$ cat config.mk
export PLATFORM = sky130hd
export DESIGN_NAME = ir_pulse_distance_decoder
export DESIGN_NICKNAME = d
export VERILOG_FILES = /design/src/sv/irpd_pkg.sv /design/src/sv/irpd_classify.sv /design/src/sv/ir_pulse_distance_decoder.sv
export SDC_FILE = /design/constraint.sdc
export NUM_CORES = 1
export LEC_CHECK = 0
export BUFFER_PORTS_ARGS = -buffer_cell sky130_fd_sc_hd__buf_2
export CELL_PAD_IN_SITES_DETAIL_PLACEMENT = 2
export CELL_PAD_IN_SITES_GLOBAL_PLACEMENT = 2
export CORE_UTILIZATION = 39
export DETAILED_ROUTE_END_ITERATION = 7
export MAX_ROUTING_LAYER = met4
export PLACE_DENSITY = 0.95
export RECOVER_POWER = 25
export REMOVE_ABC_BUFFERS = 1
export SYNTH_ARGS = -nofsm -noshare
export SYNTH_HDL_FRONTEND = slang
export SYNTH_SLANG_ARGS = --single-unit
$ cat constraint.sdc
create_clock -name clock -period 29.8 [get_ports clock]
set_input_delay 8.94 -clock clock [delete_from_list [all_inputs] [get_ports clock]]
set_output_delay 8.94 -clock clock [all_outputs]
set_load 0.01 [all_outputs]
$ cat src/sv/irpd_pkg.sv
// Shared types and constants for the IR pulse-distance decoder.
package irpd_pkg;

   localparam int unsigned TIME_W = 16;
   localparam int unsigned LED_CODE_W = 32;
   localparam int unsigned CSR_ADDR_W = 3;
   localparam int unsigned CSR_DATA_W = 32;

   typedef enum logic [1:0] {
      KIND_NONE   = 2'd0,
      KIND_LEADER = 2'd1,
      KIND_ZERO   = 2'd2,
      KIND_ONE    = 2'd3
   } kind_type;

   typedef enum logic [CSR_ADDR_W-1:0] {
      CSR_LEADER_MIN    = 3'd0,
      CSR_LEADER_MAX    = 3'd1,
      CSR_ZERO_MIN      = 3'd2,
      CSR_ZERO_MAX      = 3'd3,
      CSR_ONE_MIN       = 3'd4,
      CSR_ONE_MAX       = 3'd5,
      CSR_LED_LOW_CODE  = 3'd6,
      CSR_LED_HIGH_CODE = 3'd7
   } csr_index_type;

   // Exclusive interval bounds for the three symbol classes.
   typedef struct packed {
      logic [TIME_W-1:0] leader_min;
      logic [TIME_W-1:0] leader_max;
      logic [TIME_W-1:0] zero_min;
      logic [TIME_W-1:0] zero_max;
      logic [TIME_W-1:0] one_min;
      logic [TIME_W-1:0] one_max;
   } windows_type;

   localparam logic [TIME_W-1:0] RST_LEADER_MIN = 16'd490;
   localparam logic [TIME_W-1:0] RST_LEADER_MAX = 16'd520;
   localparam logic [TIME_W-1:0] RST_ZERO_MIN   = 16'd100;
   localparam logic [TIME_W-1:0] RST_ZERO_MAX   = 16'd125;
   localparam logic [TIME_W-1:0] RST_ONE_MIN    = 16'd210;
   localparam logic [TIME_W-1:0] RST_ONE_MAX    = 16'd240;
   localparam logic [LED_CODE_W-1:0] RST_LED_LOW_CODE  = 32'h0687_CBF0;
   localparam logic [LED_CODE_W-1:0] RST_LED_HIGH_CODE = 32'h0687_CBC8;

endpackage

$ cat src/sv/irpd_classify.sv
// Interval computation and window classification of one capture.
module irpd_classify
   import irpd_pkg::*;
(
   input  logic [TIME_W-1:0] capture_time,
   input  logic [TIME_W-1:0] last_capture,
   input  windows_type       windows,
   output kind_type          kind
);

   logic [TIME_W-1:0] delta;
   logic              hit_leader;
   logic              hit_zero;
   logic              hit_one;

   // wraps modulo 2^16 like the free-running timer
   assign delta = capture_time - last_capture;

   assign hit_leader = (delta > windows.leader_min) && (delta < windows.leader_max);
   assign hit_zero   = (delta > windows.zero_min)   && (delta < windows.zero_max);
   assign hit_one    = (delta > windows.one_min)    && (delta < windows.one_max);

   // leader beats zero, zero beats one
   always_comb begin
      if (hit_leader) begin
         kind = KIND_LEADER;
      end else if (hit_zero) begin
         kind = KIND_ZERO;
      end else if (hit_one) begin
         kind = KIND_ONE;
      end else begin
         kind = KIND_NONE;
      end
   end

endmodule

$ cat src/sv/ir_pulse_distance_decoder.sv
// Top level of the IR pulse-distance (NEC style) remote decoder.
//
// Each req item carries a 16-bit timer value latched at a rising edge of the IR
// receiver. The block takes the interval from the previous capture (modulo 2^16,
// starting from zero after reset) and classifies it against three exclusive
// windows, checked in the order leader, zero bit, one bit. A leader clears the
// code shift register and bit count; a zero or one bit shifts in at the LSB
// until CODE_BITS bits are gathered. The item that brings the last bit returns
// rsp_tlast high, and the finished code is compared against led_low_code (wins
// on a tie) and led_high_code to set the LED level. Further bits are ignored
// until the next leader. Every req item yields exactly one rsp item, carrying
// the low 32 bits of the shift register and the LED level. Classification
// and state update are done in the accept cycle and land in the output
// register. One item per cycle is sustained; the output register refills in
// the same cycle it is drained, so req_tready only drops while a result waits
// and rsp_tready is low. The user must write registers through the csr_ port
// (package index order) only while the block is idle; this is not enforced.
module ir_pulse_distance_decoder
   import irpd_pkg::*;
#(
   parameter int unsigned CODE_BITS = 32
) (
   input  logic                  clock,
   input  logic                  reset,

   input  logic                  req_tvalid,
   output logic                  req_tready,
   input  logic [15:0]           req_tdata,   // [15:0] capture_time

   output logic                  rsp_tvalid,
   input  logic                  rsp_tready,
   output logic [39:0]           rsp_tdata,   // [31:0] received_code, [32] led_level
   output logic                  rsp_tlast,   // code_done
   output logic [1:0]            rsp_tuser,   // [1:0] symbol_kind

   input  logic                  csr_we,
   input  logic [CSR_ADDR_W-1:0] csr_addr,
   input  logic [CSR_DATA_W-1:0] csr_wdata
);

   // bit count runs 0 .. CODE_BITS+1
   localparam int unsigned BITS_W = $clog2(CODE_BITS + 2);
   localparam int unsigned CMP_W  = (CODE_BITS > LED_CODE_W) ? CODE_BITS : LED_CODE_W;
   localparam logic [BITS_W-1:0] BITS_FULL = BITS_W'(CODE_BITS);

   // configuration
   windows_type             windows_ff;
   logic [LED_CODE_W-1:0]   led_low_code_ff;
   logic [LED_CODE_W-1:0]   led_high_code_ff;

   // decoder state
   logic [TIME_W-1:0]       last_capture_ff;
   logic [TIME_W-1:0]       last_capture_in;
   logic [CODE_BITS-1:0]    code_shift_ff;
   logic [CODE_BITS-1:0]    code_shift_in;
   logic [BITS_W-1:0]       bits_seen_ff;
   logic [BITS_W-1:0]       bits_seen_in;
   logic                    led_state_ff;
   logic                    led_state_in;

   // output register
   logic                    rsp_valid_ff;
   logic                    rsp_valid_in;
   kind_type                rsp_kind_ff;
   logic                    rsp_done_ff;
   logic                    done_in;
   logic [LED_CODE_W-1:0]   rsp_code_ff;
   logic [LED_CODE_W-1:0]   rsp_code_in;
   logic                    rsp_led_ff;

   kind_type                kind;
   logic                    req_accept;
   logic [CMP_W-1:0]        shift_ext;

   assign req_tready = !rsp_valid_ff || rsp_tready;
   assign req_accept = req_tvalid && req_tready;

   irpd_classify u_classify (
      .capture_time (req_tdata[TIME_W-1:0]),
      .last_capture (last_capture_ff),
      .windows      (windows_ff),
      .kind         (kind)
   );

   // next state for the item at the port
   always_comb begin
      last_capture_in = req_tdata[TIME_W-1:0];
      code_shift_in   = code_shift_ff;
      bits_seen_in    = bits_seen_ff;
      led_state_in    = led_state_ff;
      done_in         = 1'b0;

      if (kind == KIND_LEADER) begin
         code_shift_in = '0;
         bits_seen_in  = '0;
      end

      if ((kind == KIND_ZERO || kind == KIND_ONE) && bits_seen_in < BITS_FULL) begin
         code_shift_in = {code_shift_in[CODE_BITS-2:0], kind == KIND_ONE};
         bits_seen_in  = bits_seen_in + 1'b1;
      end

      shift_ext = CMP_W'(code_shift_in);

      if (bits_seen_in == BITS_FULL) begin
         done_in = 1'b1;
         // full-width compare: stray high bits prevent a match
         if (shift_ext == CMP_W'(led_low_code_ff)) begin
            led_state_in = 1'b0;
         end else if (shift_ext == CMP_W'(led_high_code_ff)) begin
            led_state_in = 1'b1;
         end
         bits_seen_in = bits_seen_in + 1'b1;
      end

      rsp_code_in = shift_ext[LED_CODE_W-1:0];
   end

   always_comb begin
      rsp_valid_in = rsp_valid_ff;
      if (req_accept) begin
         rsp_valid_in = 1'b1;
      end else if (rsp_tready) begin
         rsp_valid_in = 1'b0;
      end
   end

   // configuration registers
   always_ff @(posedge clock) begin
      if (reset) begin
         windows_ff.leader_min <= RST_LEADER_MIN;
         windows_ff.leader_max <= RST_LEADER_MAX;
         windows_ff.zero_min   <= RST_ZERO_MIN;
         windows_ff.zero_max   <= RST_ZERO_MAX;
         windows_ff.one_min    <= RST_ONE_MIN;
         windows_ff.one_max    <= RST_ONE_MAX;
         led_low_code_ff       <= RST_LED_LOW_CODE;
         led_high_code_ff      <= RST_LED_HIGH_CODE;
      end else if (csr_we) begin
         case (csr_index_type'(csr_addr))
            CSR_LEADER_MIN:    windows_ff.leader_min <= csr_wdata[TIME_W-1:0];
            CSR_LEADER_MAX:    windows_ff.leader_max <= csr_wdata[TIME_W-1:0];
            CSR_ZERO_MIN:      windows_ff.zero_min   <= csr_wdata[TIME_W-1:0];
            CSR_ZERO_MAX:      windows_ff.zero_max   <= csr_wdata[TIME_W-1:0];
            CSR_ONE_MIN:       windows_ff.one_min    <= csr_wdata[TIME_W-1:0];
            CSR_ONE_MAX:       windows_ff.one_max    <= csr_wdata[TIME_W-1:0];
            CSR_LED_LOW_CODE:  led_low_code_ff       <= csr_wdata[LED_CODE_W-1:0];
            CSR_LED_HIGH_CODE: led_high_code_ff      <= csr_wdata[LED_CODE_W-1:0];
            default: ;
         endcase
      end
   end

   // decoder state
   always_ff @(posedge clock) begin
      if (reset) begin
         last_capture_ff <= '0;
         code_shift_ff   <= '0;
         bits_seen_ff    <= '0;
         led_state_ff    <= 1'b1;
      end else if (req_accept) begin
         last_capture_ff <= last_capture_in;
         code_shift_ff   <= code_shift_in;
         bits_seen_ff    <= bits_seen_in;
         led_state_ff    <= led_state_in;
      end
   end

   // output register
   always_ff @(posedge clock) begin
      if (reset) begin
         rsp_valid_ff <= 1'b0;
      end else begin
         rsp_valid_ff <= rsp_valid_in;
      end
   end

   always_ff @(posedge clock) begin
      if (req_accept) begin
         rsp_kind_ff <= kind;
         rsp_done_ff <= done_in;
         rsp_code_ff <= rsp_code_in;
         rsp_led_ff  <= led_state_in;
      end
   end

   assign rsp_tvalid = rsp_valid_ff;
   assign rsp_tdata  = {7'd0, rsp_led_ff, rsp_code_ff};
   assign rsp_tlast  = rsp_done_ff;
   assign rsp_tuser  = rsp_kind_ff;

endmodule

# ---- After elaboration in Yosys (flattened, before gate mapping)
# Index checks and enable logic that the tools add are counted.
dict set report totals {
  wordCells 72
  ff_bits 252
  out_inout_bits 45
  input_bits 56
}
dict set report op_classes {
  order_cmp 7
  mux 14
  reduce_logical 18
  n_addsub 3
  eq_ne 13
}
# cell count
set op_table {}
lappend op_table {{$eq A32 B32 Y1} 2}
lappend op_table {{$mux W32} 2}
lappend op_table {{$gt A16 B16 Y1} 3}
lappend op_table {{$lt A16 B16 Y1} 3}
lappend op_table {{$mux W6} 3}
lappend op_table {{$reduce_and A2 Y1} 8}
lappend op_table {{$sub A16 B16 Y16} 1}
lappend op_table {{$add A6 B1 Y6 const B} 2}
lappend op_table {{$eq A3 B3 Y1 const B} 4}
lappend op_table {{$eq A3 B2 Y1 const B} 2}
lappend op_table {{$eq A6 B6 Y1 const B} 1}
lappend op_table {{$lt A6 B6 Y1 const B} 1}
lappend op_table {{$mux W1} 6}
lappend op_table {{$mux W2} 3}
lappend op_table {{$logic_and A1 B1 Y1} 5}
lappend op_table {{$eq A2 B2 Y1 const B} 2}
lappend op_table {{$eq A3 B1 Y1 const B} 1}
lappend op_table {{$logic_not A3 Y1} 1}
lappend op_table {{$eq A2 B1 Y1 const B} 1}
lappend op_table {{$logic_or A1 B1 Y1} 2}
lappend op_table {{$reduce_bool A2 Y1} 1}
lappend op_table {{$logic_not A1 Y1} 1}

# ---- Longest topological paths before layout
dict set report logic_depth {
  word_depth 15
  depth_mapped 38
  depth_no_buf 35
}

# ---- Cells and area by module
# A second synthesis with hierarchy kept.
dict set report unflattened {
  hier_cells 1830
  area_unflattened_um2 14564.0
}
# mod seq_area_each_um2 cells_per_inst area_per_inst_um2 n_inst
set modules_own_cells {}
lappend modules_own_cells {ir_pulse_distance_decoder 5405.2 1403 11428.5 1}
lappend modules_own_cells {irpd_classify 0.0 427 3135.5 1}

# ---- Least setup slack after synthesis
# No wires, ideal clock.
dict set report synth_timing {
  path_kind {input-to-output}
  start {in rsp_tready}
  end {out req_tready}
  cell_stages 1
  slack_ns 11.737
  arrival_time_ns 9.123
  t_required_ns 20.860
  path_buffers 0
  path_cell_list {nand2b_1}
}
dict set report synth_between {
  elab_chain_cells 1
}
# element line_no
set synth_lines {}
lappend synth_lines {{from (decl)} ir_pulse_distance_decoder.sv:31} ;# input logic rsp_tready,
lappend synth_lines {{$logic_or A1 B1 Y1} ir_pulse_distance_decoder.sv:75} ;# assign req_tready = !rsp_valid_ff || rsp_tready;
lappend synth_lines {{to (decl)} ir_pulse_distance_decoder.sv:27} ;# output logic req_tready,
# No other way between the ends.

# ---- Worst setup path in the final report
# Ends and elaborated chain as after synthesis.

==> metrics.md <==
| Metric | Value |
|---|---|
| Register area share after synthesis | `37.2%` |
| Die area | `38100 sq um` |
| Initial core utilization | `39.7%` |
| Status | `finished with violations` |
| Layout Cells excl Fill | `2416` |
| Die X | `195 um` |
| Worst hold path class | `reg -> reg` |
| Cts hold-fix bufs | `0` |
| Post-Syn Instances | `1885` |
| Clock transition at path regs | `60 ps` |
| TNS Setup | `0 ps` |
| Max Fclk | `54.6 MHz` |
| Iter 0 DRT Violations | `1060` |
| Worst-margin pin slew | `3830 ps` |
| PwrDens | `64.1 nW/um^2` |
| HPWL after DPL | `48100 um` |
| Vias | `15334` |
| CTS resizes | `0` |
| Crit-path max FO | `3` |
| First-pass DRT Iterations | `7` |
| Max Cap Viol | `2` |
| Netlist cell types | `85` |
| Pins over their slew limit | `133` |
| CTS max path bufs | `3` |
| Multi-input gate area | `7980 sq um` |
| Port buffer count | `93` |
| Via-per-instance ratio | `6.35` |
| Layout area overhead | `12.7%` |
| Synth cell count leaders | `nand2_1 (441), a21oi_1 (220), dfxtp_1 (216)` |
| Leak Pwr | `0.00646 uW` |
| Post-route DRC | `0` |
| Clock Skew | `26.2 ps` |
| Worst-Skew Late Latency | `600 ps` |
| Nets | `2090` |
| Core footprint | `36600 sq um` |
| Largest net degree at the start of global routing | `89` |
| Vias in the first global route | `17156` |
| Unrepaired setup endpoints after global routing | `no` |
| Register Area | `5410 sq um` |
| Layout cells sized above 1 | `9.86%` |
| Grt ovf | `0` |
| Fill cells | `4130` |
| Synth top area cells | `dfxtp_1 (30%), nand2_1 (11%), ha_1 (9.6%)` |
| Total track usage | `37.9%` |
| Top_reg_cell synth | `dfxtp_1` |
| Critical Path AT | `9360 ps` |
| Final hold vios | `0` |
| Detailed-route wire length per cell | `29.3 um` |
| Syn Std Cell Area | `14500 sq um` |
| Number of synthesized flops with an enable pin | `36` |
| Post-synth ARST share | `0%` |
| CP Capture Type | `primary output` |
| Slew HR | `-155%` |
| CP startpoint kind | `primary input` |
| CTS Sinks | `252` |
| Syn. warnings | `0` |
| Leading area contributor after synthesis | `dfxtp_1` |
| H-tree levels | `1` |
| Antenna Nets Post-Route | `0` |
| Count leader, synth | `nand2_1` |
| GPL Wtd Cong | `0.972` |
| VDD IR max | `0.0000421 V` |
| Classification of the worst setup path | `in -> out` |
| WL final | `70700 um` |
| CTS tree | `yes` |
| Inserted Clock Buffers | `31` |
| WP data required | `20860 ps` |
| Post-CTS Setup Inserts | `0` |
| Final min period | `18300 ps` |
| Crit share post-route | `61.4%` |
| CTS Root Buffer Type | `clkbuf_16` |
| First-pass GRT wire length | `106000 um` |
| Cells after DPL | `2356` |
| Yosys top cell area share | `29.7%` |
| Failing checks | `capacitance limit, slew limit` |
| Initial antenna violation count | `0` |
| Placement Rows | `70` |
| Syn Area/Cell | `7.71 sq um` |
| Die height | `195 um` |
| Synth Register Bits | `252` |
| Final count of negative-setup-slack endpoints | `0` |
| I/O pins | `101` |
-- through the flow --
step                      setup WS, ps  util (%)  area, sq um  power [uW]  hold WS (ps)
after floorplan                  11740         -        14000         511           430
after global placement           11500      41.8        15300         604           442
after detailed placement         11490      41.8        15300         628           451
after CTS                        11490      44.8        16400        1050           459
after global routing             11460      44.8        16400        1080           475
final                            11500      44.8        16400        1050           456
-- critical path: stages --
cell and delay (ps):
buf_2 90, nand2b_1 170, buf_2 160
-- cell type report --
| type | instances | area share, % |
|---|---|---|
| clock buffer | 42 | 5.35 |
| multi-input combinational | 1337 | 48.7 |
| antenna | 1 | 0.0153 |
| clock inverter | 16 | 1.30 |
| timing repair buffer | 118 | 3.94 |
| sequential | 252 | 33.0 |
| inverter | 182 | 4.17 |
| tap | 468 | 3.57 |
-- final timing paths --
kind	slack, ps	depth (start not counted)	start	endpoint
hold / removal	460	2	windows_ff[92]	windows_ff[92]
setup / recovery	11500	3	rsp_tready	req_tready
setup reg to reg	20230	34	last_capture_ff[0]	rsp_led_ff
hold reg to reg	460	2	windows_ff[92]	windows_ff[92]
-- flip-flops by register name (all words and copies together), names as in the netlist --
register,flops
led_state_ff,1
rsp_tvalid,1
led_high_code_ff,32
code_shift_ff,32
rsp_tuser,2
rsp_code_ff,32
led_low_code_ff,32
windows_ff,96
rsp_led_ff,1
rsp_tlast,1
last_capture_ff,16
bits_seen_ff,6
-- logic make-up (layout without fill, tap and decap cells) --
logic type / count (synthesis) / after routing / share of synthesized area, %
mux: 5 / 5 / 0.370
simple gates: 711 / 711 / 21.9
other cells: 1 / 8 / 0.0258
xor+xnor: 30 / 30 / 1.81
flops: 252 / 252 / 37.2
fa+ha+maj: 112 / 112 / 9.69
buf+inv: 302 / 358 / 8.29
compound gates: 472 / 472 / 20.7
-- report_power, final --
group	internal [uW]	switching, uW	total, uW
clock	248	161	409
sequential	356	9.71	366
combinational	78.1	198	276
total	683	369	1050
-- routing by layer --
metal	routed length [um]	GRT usage, %	vias to the layer above
li1	-	-	6596
met1	27200	42.2	7706
met2	34500	63.9	695
met3	4120	5.79	337
met4	4860	23.5	0
met5	0	-	-
-- placed cells by master (no fill, tap or decap), types with 10 or more instances in the layout --
cell       count
nor3_1        21
a21oi_1      220
nor4_1        20
inv_1        179
buf_4         23
xnor2_1       17
clkbuf_16     31
xor2_1        13
edfxtp_1      36
dfxtp_1      216
nand3_1       37
o211ai_1      23
ha_1         111
a211oi_1      17
nand4_1       21
nor2_1        72
nand3b_1      36
clkbuf_1      12
a21o_1        12
a221oi_1      10
a211o_1       22
nand2_1      440
buf_2         87
o22ai_1       18
o21ai_0       44
No activity file was read; power rests on OpenSTA's default activity.
